[src/rtl/psb_pkg.sv]
// psb_pkg: shared constants, codes and controller/datapath link types
// for the priority slot buffer. No dependencies.
`timescale 1ns / 1ps
`default_nettype none

package psb_pkg;

   localparam int MAX_SLOTS = 16;
   localparam int IDX_W     = (MAX_SLOTS > 1) ? $clog2(MAX_SLOTS) : 1;
   localparam int CNT_W     = $clog2(MAX_SLOTS + 1);

   localparam int ID_W      = 16;
   localparam int SRC_W     = 8;
   localparam int TIME_W    = 32;
   localparam int STATUS_W  = 2;
   localparam int FILL_W    = 5;
   localparam int CAP_W     = 5;
   localparam int ADDR_W    = 3;
   localparam int DATA_W    = 32;

   localparam logic [CAP_W-1:0] CAP_RESET = CAP_W'(16);

   // item kinds
   localparam logic MODE_PUSH = 1'b0;
   localparam logic MODE_POP  = 1'b1;

   // result status codes
   localparam logic [STATUS_W-1:0] ST_BUFFERED = 2'd0;
   localparam logic [STATUS_W-1:0] ST_REJECTED = 2'd1;
   localparam logic [STATUS_W-1:0] ST_POPPED   = 2'd2;
   localparam logic [STATUS_W-1:0] ST_EMPTY    = 2'd3;

   // register index of active_slots
   localparam logic REG_ACTIVE_SLOTS = 1'b0;

   typedef struct packed {
      logic             load;    // latch the accepted item, reset the best-slot search
      logic             scan;    // examine slot at idx
      logic             commit;  // apply the update and post the result
      logic [IDX_W-1:0] idx;
   } psb_cmd_type;

   typedef struct packed {
      logic last;      // idx is the last slot within the capacity
      logic out_busy;  // result register still holds an untaken item
   } psb_stat_type;

endpackage

`default_nettype wire

[src/rtl/psb_ctrl.sv]
// psb_ctrl: sequencer for the slot buffer; steps the slot index across
// the active capacity. Depends on psb_pkg.
`timescale 1ns / 1ps
`default_nettype none

module psb_ctrl
   import psb_pkg::*;
(
   input  wire logic         clock,
   input  wire logic         reset,
   input  wire logic         req_valid,
   output logic              req_ready,
   input  wire psb_stat_type stat,
   output psb_cmd_type       cmd
);

   localparam logic [1:0] S_IDLE = 2'd0;
   localparam logic [1:0] S_SCAN = 2'd1;
   localparam logic [1:0] S_DONE = 2'd2;

   logic [1:0]       state_ff, state_in;
   logic [IDX_W-1:0] idx_ff, idx_in;

   always_comb begin
      state_in   = state_ff;
      idx_in     = idx_ff;
      req_ready  = 1'b0;
      cmd.load   = 1'b0;
      cmd.scan   = 1'b0;
      cmd.commit = 1'b0;
      cmd.idx    = idx_ff;
      case (state_ff)
         S_IDLE: begin
            req_ready = 1'b1;
            if (req_valid) begin
               cmd.load = 1'b1;
               idx_in   = '0;
               state_in = S_SCAN;
            end
         end
         S_SCAN: begin
            cmd.scan = 1'b1;
            if (stat.last) begin
               state_in = S_DONE;
            end else begin
               idx_in = idx_ff + IDX_W'(1);
            end
         end
         S_DONE: begin
            // hold until the result register is free
            if (!stat.out_busy) begin
               cmd.commit = 1'b1;
               state_in   = S_IDLE;
            end
         end
         default: begin
            state_in = S_IDLE;
         end
      endcase
   end

   always_ff @(posedge clock) begin
      if (reset) begin
         state_ff <= S_IDLE;
         idx_ff   <= '0;
      end else begin
         state_ff <= state_in;
         idx_ff   <= idx_in;
      end
   end

endmodule

`default_nettype wire

[src/rtl/psb_datapath.sv]
// psb_datapath: slot storage, best-slot search registers, occupancy,
// capacity register and result register. Depends on psb_pkg.
`timescale 1ns / 1ps
`default_nettype none

module psb_datapath
   import psb_pkg::*;
(
   input  wire logic                clock,
   input  wire logic                reset,
   input  wire psb_cmd_type         cmd,
   output psb_stat_type             stat,
   input  wire logic                req_mode,
   input  wire logic [ID_W-1:0]     req_id,
   input  wire logic [SRC_W-1:0]    req_source_num,
   input  wire logic [TIME_W-1:0]   req_gen_time,
   output logic                     rsp_valid,
   input  wire logic                rsp_ready,
   output logic [STATUS_W-1:0]      rsp_status,
   output logic [ID_W-1:0]          rsp_out_id,
   output logic [SRC_W-1:0]         rsp_out_source,
   output logic [TIME_W-1:0]        rsp_out_time,
   output logic [FILL_W-1:0]        rsp_fill_level,
   input  wire logic                cfg_wr,
   input  wire logic [CAP_W-1:0]    cfg_wdata,
   output logic [CAP_W-1:0]         cfg_cap
);

   // capacity register
   logic [CAP_W-1:0] cap_ff, cap_in;
   logic [CNT_W-1:0] eff_cap;

   // slot storage
   logic [MAX_SLOTS-1:0] used_ff, used_in;
   logic [ID_W-1:0]      slot_id_ff   [MAX_SLOTS];
   logic [SRC_W-1:0]     slot_src_ff  [MAX_SLOTS];
   logic [TIME_W-1:0]    slot_time_ff [MAX_SLOTS];
   logic [CNT_W-1:0]     occ_ff, occ_in;
   logic                 slot_wr;

   // latched item
   logic                 mode_ff;
   logic [ID_W-1:0]      id_ff;
   logic [SRC_W-1:0]     src_ff;
   logic [TIME_W-1:0]    time_ff;

   // search state
   logic                 found_ff, found_in;
   logic [IDX_W-1:0]     best_ff, best_in;
   logic [ID_W-1:0]      best_id_ff, best_id_in;
   logic [SRC_W-1:0]     best_src_ff, best_src_in;
   logic [TIME_W-1:0]    best_time_ff, best_time_in;

   // result register
   logic                 rv_ff, rv_in;
   logic [STATUS_W-1:0]  status_ff, status_in;
   logic [ID_W-1:0]      oid_ff, oid_in;
   logic [SRC_W-1:0]     osrc_ff, osrc_in;
   logic [TIME_W-1:0]    otime_ff, otime_in;
   logic [CNT_W-1:0]     fill_ff, fill_in;

   logic                 rd_used;
   logic [SRC_W-1:0]     rd_src;
   logic [TIME_W-1:0]    rd_time;
   logic                 better;
   logic                 full;

   // saturate the configured capacity to 1..MAX_SLOTS
   always_comb begin
      if (cap_ff == '0) begin
         eff_cap = CNT_W'(1);
      end else if (CNT_W'(cap_ff) > CNT_W'(MAX_SLOTS) ||
                   32'(cap_ff) > 32'(MAX_SLOTS)) begin
         eff_cap = CNT_W'(MAX_SLOTS);
      end else begin
         eff_cap = CNT_W'(cap_ff);
      end
   end

   assign cfg_cap       = cap_ff;
   assign stat.last     = (CNT_W'(cmd.idx) == eff_cap - CNT_W'(1));
   assign stat.out_busy = rv_ff && !rsp_ready;
   assign full          = (occ_ff >= eff_cap);

   assign rd_used = used_ff[cmd.idx];
   assign rd_src  = slot_src_ff[cmd.idx];
   assign rd_time = slot_time_ff[cmd.idx];

   assign better = !found_ff || (rd_src < best_src_ff) ||
                   ((rd_src == best_src_ff) && (rd_time < best_time_ff));

   // search: lowest free slot on push, best occupied slot on pop
   always_comb begin
      found_in     = found_ff;
      best_in      = best_ff;
      best_id_in   = best_id_ff;
      best_src_in  = best_src_ff;
      best_time_in = best_time_ff;
      if (cmd.load) begin
         found_in = 1'b0;
         best_in  = '0;
      end else if (cmd.scan) begin
         if (mode_ff == MODE_PUSH) begin
            if (!rd_used && !found_ff) begin
               found_in = 1'b1;
               best_in  = cmd.idx;
            end
         end else if (rd_used && better) begin
            found_in     = 1'b1;
            best_in      = cmd.idx;
            best_id_in   = slot_id_ff[cmd.idx];
            best_src_in  = rd_src;
            best_time_in = rd_time;
         end
      end
   end

   // commit: slot update, occupancy and result
   always_comb begin
      used_in   = used_ff;
      occ_in    = occ_ff;
      cap_in    = cap_ff;
      slot_wr   = 1'b0;
      rv_in     = rsp_ready ? 1'b0 : rv_ff;
      status_in = status_ff;
      oid_in    = oid_ff;
      osrc_in   = osrc_ff;
      otime_in  = otime_ff;
      fill_in   = fill_ff;
      if (cmd.commit) begin
         rv_in    = 1'b1;
         oid_in   = '0;
         osrc_in  = '0;
         otime_in = '0;
         if (mode_ff == MODE_PUSH) begin
            if (full) begin
               status_in = ST_REJECTED;
               oid_in    = id_ff;
               osrc_in   = src_ff;
               otime_in  = time_ff;
            end else begin
               status_in        = ST_BUFFERED;
               slot_wr          = 1'b1;
               used_in[best_ff] = 1'b1;
               occ_in           = occ_ff + CNT_W'(1);
            end
         end else begin
            if (!found_ff) begin
               status_in = ST_EMPTY;
            end else begin
               status_in        = ST_POPPED;
               oid_in           = best_id_ff;
               osrc_in          = best_src_ff;
               otime_in         = best_time_ff;
               used_in[best_ff] = 1'b0;
               if (occ_ff != '0) begin
                  occ_in = occ_ff - CNT_W'(1);
               end
            end
         end
         fill_in = occ_in;
      end
      // capacity write empties the buffer
      if (cfg_wr) begin
         cap_in  = cfg_wdata;
         used_in = '0;
         occ_in  = '0;
      end
   end

   always_ff @(posedge clock) begin
      if (reset) begin
         cap_ff   <= CAP_RESET;
         used_ff  <= '0;
         occ_ff   <= '0;
         rv_ff    <= 1'b0;
         found_ff <= 1'b0;
      end else begin
         cap_ff   <= cap_in;
         used_ff  <= used_in;
         occ_ff   <= occ_in;
         rv_ff    <= rv_in;
         found_ff <= found_in;
      end
   end

   always_ff @(posedge clock) begin
      if (cmd.load) begin
         mode_ff <= req_mode;
         id_ff   <= req_id;
         src_ff  <= req_source_num;
         time_ff <= req_gen_time;
      end
      best_ff      <= best_in;
      best_id_ff   <= best_id_in;
      best_src_ff  <= best_src_in;
      best_time_ff <= best_time_in;
      status_ff    <= status_in;
      oid_ff       <= oid_in;
      osrc_ff      <= osrc_in;
      otime_ff     <= otime_in;
      fill_ff      <= fill_in;
      if (slot_wr) begin
         slot_id_ff[best_ff]   <= id_ff;
         slot_src_ff[best_ff]  <= src_ff;
         slot_time_ff[best_ff] <= time_ff;
      end
   end

   assign rsp_valid      = rv_ff;
   assign rsp_status     = status_ff;
   assign rsp_out_id     = oid_ff;
   assign rsp_out_source = osrc_ff;
   assign rsp_out_time   = otime_ff;
   assign rsp_fill_level = FILL_W'(fill_ff);

endmodule

`default_nettype wire

[src/rtl/priority_slot_buffer.sv]
// priority_slot_buffer: top level; CSR port, sequencer and datapath.
// Depends on psb_pkg, psb_ctrl and psb_datapath.
`timescale 1ns / 1ps
`default_nettype none

// Fixed-slot request buffer. A push item (req_mode = 0) stores its request
// in the lowest free slot and returns status BUFFERED, or, if the buffer
// holds as many requests as the capacity allows, returns status REJECTED
// with the request handed back. A pop item (req_mode = 1) removes and
// returns the request with the lowest source number; ties go to the
// earliest timestamp, then the lowest slot. A pop on an empty buffer returns
// status EMPTY. Every item yields exactly one result, which carries the
// fill level after the item. Each item is latched at the accepting edge;
// the sequencer then walks a single slot read port across the active
// slots, and then commits. It then returns to idle before it takes the
// next item. One item is in work at a time; a new item is taken while
// the previous result still waits in the output register, and its
// commit waits until that result is taken. The only register,
// active_slots at byte address 0, sets the capacity (0 acts as 1, values
// above 16 act as 16; reset value 16). Writing it empties the buffer;
// write it only while no item is in work.

module priority_slot_buffer
   import psb_pkg::*;
(
   input  wire logic                clock,
   input  wire logic                reset,
   // request channel
   input  wire logic                req_valid,
   output logic                     req_ready,
   input  wire logic                req_mode,
   input  wire logic [ID_W-1:0]     req_id,
   input  wire logic [SRC_W-1:0]    req_source_num,
   input  wire logic [TIME_W-1:0]   req_gen_time,
   // result channel
   output logic                     rsp_valid,
   input  wire logic                rsp_ready,
   output logic [STATUS_W-1:0]      rsp_status,
   output logic [ID_W-1:0]          rsp_out_id,
   output logic [SRC_W-1:0]         rsp_out_source,
   output logic [TIME_W-1:0]        rsp_out_time,
   output logic [FILL_W-1:0]        rsp_fill_level,
   // register port
   input  wire logic                csr_psel,
   input  wire logic                csr_penable,
   input  wire logic                csr_pwrite,
   input  wire logic [ADDR_W-1:0]   csr_paddr,
   input  wire logic [DATA_W-1:0]   csr_pwdata,
   output logic [DATA_W-1:0]        csr_prdata,
   output logic                     csr_pready
);

   psb_cmd_type      cmd;
   psb_stat_type     stat;
   logic             cfg_wr;
   logic [CAP_W-1:0] cfg_cap;
   logic             reg_hit;

   // word index 0 is active_slots; anything else reads zero, ignores writes
   assign reg_hit    = (csr_paddr[ADDR_W-1] == REG_ACTIVE_SLOTS);
   assign csr_pready = 1'b1;
   assign cfg_wr     = csr_psel && csr_penable && csr_pwrite && csr_pready && reg_hit;
   assign csr_prdata = reg_hit ? DATA_W'(cfg_cap) : '0;

   psb_ctrl u_ctrl (
      .clock     (clock),
      .reset     (reset),
      .req_valid (req_valid),
      .req_ready (req_ready),
      .stat      (stat),
      .cmd       (cmd)
   );

   psb_datapath u_dp (
      .clock          (clock),
      .reset          (reset),
      .cmd            (cmd),
      .stat           (stat),
      .req_mode       (req_mode),
      .req_id         (req_id),
      .req_source_num (req_source_num),
      .req_gen_time   (req_gen_time),
      .rsp_valid      (rsp_valid),
      .rsp_ready      (rsp_ready),
      .rsp_status     (rsp_status),
      .rsp_out_id     (rsp_out_id),
      .rsp_out_source (rsp_out_source),
      .rsp_out_time   (rsp_out_time),
      .rsp_fill_level (rsp_fill_level),
      .cfg_wr         (cfg_wr),
      .cfg_wdata      (csr_pwdata[CAP_W-1:0]),
      .cfg_cap        (cfg_cap)
   );

endmodule

`default_nettype wire
[config.mk]
export PLATFORM = sky130hd
export DESIGN_NAME = priority_slot_buffer
export DESIGN_NICKNAME = d
export VERILOG_FILES = /design/src/rtl/psb_pkg.sv /design/src/rtl/psb_ctrl.sv /design/src/rtl/psb_datapath.sv /design/src/rtl/priority_slot_buffer.sv
export SDC_FILE = /design/constraint.sdc
export NUM_CORES = 1
export LEC_CHECK = 0
export BUFFER_PORTS_ARGS = -buffer_cell sky130_fd_sc_hd__buf_2
export CORE_ASPECT_RATIO = 0.8
export CORE_MARGIN = 2
export CORE_UTILIZATION = 40
export DETAILED_ROUTE_END_ITERATION = 10
export GPL_ROUTABILITY_DRIVEN = 0
export GPL_TIMING_DRIVEN = 0
export PLACE_DENSITY_LB_ADDON = 0.25
export SLEW_MARGIN = 20
export SYNTH_ARGS = -nofsm -noshare
export SYNTH_HDL_FRONTEND = slang
export SYNTH_SLANG_ARGS = --single-unit
[constraint.sdc]
create_clock -name clock -period 6.7 [get_ports clock]
set_input_delay 0 -clock clock [delete_from_list [all_inputs] [get_ports clock]]
set_output_delay 0 -clock clock [all_outputs]
set_load 0.05 [all_outputs]
-- Yosys cells after proc, flatten, opt, wreduce, memory -nomap -nowiden
Memories as Yosys holds them, arrays and structs flattened. A register that Yosys moved wholly into a read port is not among the register bits.
Cells that the tools add are included.
- bits in registers: 198
- bits in latches: 0
- RAM bits: 896
- bits in read-only memories: 0
- bits of input ports: 99
- output and inout bits: 98
- logic and storage cells: 133
- memories: 3
- add/subtract/negate cells: 4
- $mul: 0
- div/mod/pow operators: 0
- order comparisons: 8
- eq/ne operators: 11
- shift operators: 0
- mux-type cells: 56
- bitwise operators: 5
- reduce and logical (&&, ||, !) cells: 27
- memories (name ; depth ; bits a word ; read ports ; clocked after Yosys merged registers in ; write ports ; RTL line ; RTL):
    u_dp.slot_time_ff ; 16 ; 32 ; 1 ; 1 ; 1 ; psb_datapath.sv:37 ; logic [TIME_W-1:0] slot_time_ff [MAX_SLOTS];
    u_dp.slot_id_ff ; 16 ; 16 ; 1 ; 1 ; 1 ; psb_datapath.sv:35 ; logic [ID_W-1:0] slot_id_ff [MAX_SLOTS];
    u_dp.slot_src_ff ; 16 ; 8 ; 1 ; 1 ; 1 ; psb_datapath.sv:36 ; logic [SRC_W-1:0] slot_src_ff [MAX_SLOTS];
- operator list (kind ; count):
    $mux W16 ; 6
    $mux W32 ; 3
    $mux W4 ; 9
    $mux W5 ; 7
    $lt A32 B32 Y1 ; 1
    $mux W8 ; 3
    $mux W1 ; 20
    $and A16 B16 Y16 ; 1
    $not A16 Y16 ; 1
    $or A16 B16 Y16 ; 1
    $ne A2 B2 Y1 const B ; 6
    $reduce_and A3 Y1 ; 4
    $gt A5 B5 Y1 const B ; 2
    $lt A4 B5 Y1 const B ; 2
    $sub A5 B1 Y5 const B ; 2
    $eq A8 B8 Y1 ; 1
    $logic_and A1 B1 Y1 ; 8
    $lt A8 B8 Y1 ; 1
    $mux W2 ; 4
    $pmux W4 S2 ; 1
    $pmux W2 S3 ; 1
    $reduce_bool A2 Y1 ; 3
    $add A5 B1 Y5 const B ; 1
    $eq A4 B5 Y1 ; 1
    other kinds (16) ; 22

-- Logic depth before layout (Yosys ltp)
- word-level depth: 10
- gate-level depth with buffers: 14
- depth with buffers taken out: 11

-- Hierarchy
Synthesis repeated with hierarchy kept, for this count alone.
- cells, all modules: 1963
- area total of the unflattened synthesis: 43051.3 µm²
- modules (own cells, without submodules) (module ; instances ; cells an instance ; area each (µm²) ; seq. area each (µm²)):
    psb_datapath ; 1 ; 1887 ; 42400.7 ; 32831.5
    psb_ctrl ; 1 ; 40 ; 379.1 ; 120.1
    priority_slot_buffer ; 1 ; 36 ; 271.5 ; 0.0

-- Worst setup path before layout
Ideal clock, no wire load.
- path kind: register to register
- start: register (tool-made name)
- end: register u_dp.best_ff[2]
- setup time: 120 ps
- arrival: 5647 ps
- required time: 6580 ps
- slack: 933 ps
- stages on the path, launching flop included: 13
- path buffers: 3
- clock period less this slack: 5767 ps
- cell sequence: dfxtp_1 -> buf_2 -> clkbuf_1 -> buf_1 -> mux4_2 -> mux4_2 -> ha_1 -> a2111oi_0 -> or3b_1 -> o2111a_2 -> a211oi_4 -> a211oi_2 -> a211o_1
- RTL lines (item ; RTL line ; RTL):
    end signal: assignment ; psb_datapath.sv:194 ; best_ff <= best_in;
    end: declaration ; psb_datapath.sv:49 ; logic [IDX_W-1:0] best_ff, best_in;

==> results.json <==
{
  "status": "finished, final reports clean",
  "synth_top_area_share_pct": 74.9,
  "crit_path_max_fanout": 13,
  "ios": 197,
  "postCtsSetupBuffers": 0,
  "nFillCells": 8586,
  "ys_types": 63,
  "synth_top_area_cell": "edfxtp_1",
  "post-place-cells": 3605,
  "power.total_mw": 14.7,
  "wl_per_cell_um": 27.9,
  "holdPathStages": 2,
  "die_area_um2": 110000,
  "holdPathEnd": "u_dp.id_ff[0]",
  "holdWs_ns": 0.0425,
  "grt_pass1_wl_um": 157000,
  "drive_above_1_share_pct": 30.5,
  "clock_skew_ns": 0.0655,
  "cts_sinks": 1114,
  "hp-start": "req_id[0]",
  "worst-r2r-setup-slack_ns": 0.17,
  "synthArstFlopShare_pct": 0,
  "root_buffer": "clkbuf_16",
  "reg2reg_to": "u_dp.best_time_ff[13]",
  "post-route-period-util_pct": 97.4,
  "rows": 107,
  "finalCoreUtilization_pct": 49.2,
  "final_hold_viol_count": 0,
  "drt_wl_total_um": 109000,
  "min_period_ns": 6.53,
  "ir_drop_mv": 0.199,
  "leakagePower_nw": 16.8,
  "core_area_um2": 107000,
  "dp_hpwl_um": 75400,
  "ys_seq_elements": 1114,
  "worst_setup_path_start_kind": "flop",
  "ff2ff_path_depth": 14,
  "slew_violations": 0,
  "synth_edf_count": 1072,
  "io_buffers": 139,
  "synth.most_common_cell": "edfxtp_1",
  "antenna_found_initial": 3,
  "critical_path_class": "reg2reg",
  "area_growth_pct": 21.9,
  "cp.arrival_ns": 6.93,
  "cap_viol_max_count": 0,
  "die_h_um": 297,
  "netlist_area_um2": 43000,
  "required_ns": 7.10,
  "start_util_pct": 40.3,
  "ys_warn_count": 0,
  "die_w_um": 371,
  "vias_per_cell": 5.54,
  "cts_tree": "built",
  "gr-total-overflow": 0,
  "finalNetCount": 2558,
  "grt_pass1_vias": 22100,
  "relSlewSlack_pct": 22.6,
  "postSynthAreaPerCell_um2": 22.0,
  "tightest_slew_ns": 1.16,
  "num_vias": 21700,
  "grt_max_degree": 41,
  "finalSetupViolations": 0,
  "yosys-top-cells-count": "edfxtp_1, mux4_2, a22o_1",
  "cts_made_buffers": 111,
  "powerDensity_nw_per_um2": 281,
  "clk_pin_slew_ns": 0.06,
  "tns_ns": 0,
  "synth_ff_type": "edfxtp_1",
  "drc": 0,
  "clock_latency_ns": 0.72,
  "final_cell_count_no_fill": 3923,
  "synthCells": 1953,
  "firstDrtPassIters": 5,
  "drt_iter0_drc": 2746,
  "fmax_mhz": 153,
  "cts.path.max_buffers": 3,
  "postRouteAntennaNets": 0,
  "grt.total_usage_pct": 19.9,
  "rsz0062_at_grt": "false",
  "synth_seq_area_share_pct": 76.8,
  "htreeDepth": 3,
  "hp-class": "in2reg",
  "ys_top_cells_by_area": "edfxtp_1, mux4_2, dfxtp_1, ha_1, a22o_1",
  "endpoint_kind": "flop"
}
-- per-stage QoR --
step	instance area [um2]	setup WS, ns
final	52400	0.174
after CTS	52400	0.0277
after detailed placement	47400	-0.328
after global placement	45600	-3.36
after global routing	52400	0.0423
after floorplan	43100	0.933
-- layout make-up --
class	count	area (um2)	share of cell area, %
flip-flops and latches	1114	33000	63.0
multi-input cells	694	9410	18.0
repair buffers	319	3470	6.63
clock buffers	127	2930	5.59
well taps	1417	1770	3.38
clock inverters	80	958	1.83
plain buffers	120	626	1.19
inverters	51	194	0.370
diodes	1	2.50	0.00478
-- state kept, by name, indices dropped and copies added, names as in the netlist, 8 cells and up, named ones only --
signal,count
u_dp.best_id_ff,16
u_dp.src_ff,8
u_dp.slot_id_ff,256
u_dp.rsp_out_id,16
u_dp.slot_src_ff,128
u_dp.rsp_out_time,32
u_dp.time_ff,32
u_dp.id_ff,16
u_dp.best_src_ff,8
u_dp.rsp_out_source,8
u_dp.slot_time_ff,512
u_dp.best_time_ff,32
-- report_power, final --
group          switching [mW]  leakage, nW  internal, mW  total, mW
clock network            2.69         1.91          3.82       6.50
registers              0.0943         9.96          7.66       7.76
logic                   0.245         4.89         0.221      0.465
-- logic make-up after synthesis --
| logic type | share of synthesized area, % |
|---|---|
| buffers and inverters | 1.78 |
| and+or+nand+nor | 1.73 |
| AOI/OAI and AO/OA | 2.86 |
| other | 0.0175 |
| muxes | 15.2 |
| DFF | 76.8 |
| xor gates and xnor gates | 0.198 |
| adders and majority gates | 1.40 |
-- worst max-delay path, cell delays in order (launching register included) --
cell,delay (ns)
dfxtp_1,0.31
clkbuf_1,0.37
clkbuf_1,0.62
clkbuf_1,0.82
mux4_2,0.41
mux4_2,0.55
ha_1,0.35
o21ai_0,0.17
o21ai_1,0.08
a2111oi_1,0.81
o2111ai_1,0.60
a211oi_4,0.49
buf_8,0.21
buf_6,0.20
buf_8,0.19
-- layout by cell type, fill, tap and decap left out, types with 10 or more instances in the layout --
master / instances
mux2i_1: 10
o21ai_0: 11
nor2_4: 16
buf_2: 157
a21oi_1: 21
buf_4: 28
buf_1: 10
nand2_1: 21
bufinv_16: 17
a22o_1: 59
edfxtp_1: 1072
dfxtp_1: 42
nand3_1: 10
ha_1: 48
nor3_1: 19
clkbuf_16: 112
clkinv_1: 18
clkbuf_2: 17
buf_16: 43
a31oi_1: 13
clkinv_2: 30
clkbuf_1: 51
buf_12: 20
inv_1: 49
nor2_1: 33
a211oi_1: 24
conb_1: 28
dlygate4sd3_1: 110
mux4_2: 281
nor2b_1: 12
-- how the worst max path moves through the flow --
stage | startpoint | to | slack, ns | depth (start not counted)
after global placement | flop | u_dp.best_ff[2] | -3.36 | 13
after detailed placement | flop | u_dp.best_id_ff[4] | -0.33 | 14
after CTS | flop | u_dp.best_time_ff[18] | 0.03 | 14
after global routing | flop | u_dp.best_time_ff[13] | 0.04 | 14
final | flop | u_dp.best_time_ff[13] | 0.17 | 14
after floorplan | flop | u_dp.best_ff[2] | 0.93 | 12
-- timing repair --
item,CTS,global route
setup endpoints to repair,50,21
pin swaps,0,0
gates resized for setup,10,2
hold buffers,110,0
hold endpoints to repair,71,0
-- routing by layer --
| layer | wire (um) | share of wire, % | global-route usage (%) | vias up |
|---|---|---|---|---|
| met2 | 51900 | 47 | 31.3 | 930 |
| met4 | 2310 | 2.1 | 4.80 | 2 |
| met5 | 13 | 0.012 | 0 | - |
| met3 | 7490 | 6.9 | 2.81 | 162 |
| met1 | 47700 | 44 | 29.4 | 11500 |
| li1 | - | - | - | 9095 |
No activity file was read; power rests on OpenSTA's default activity.
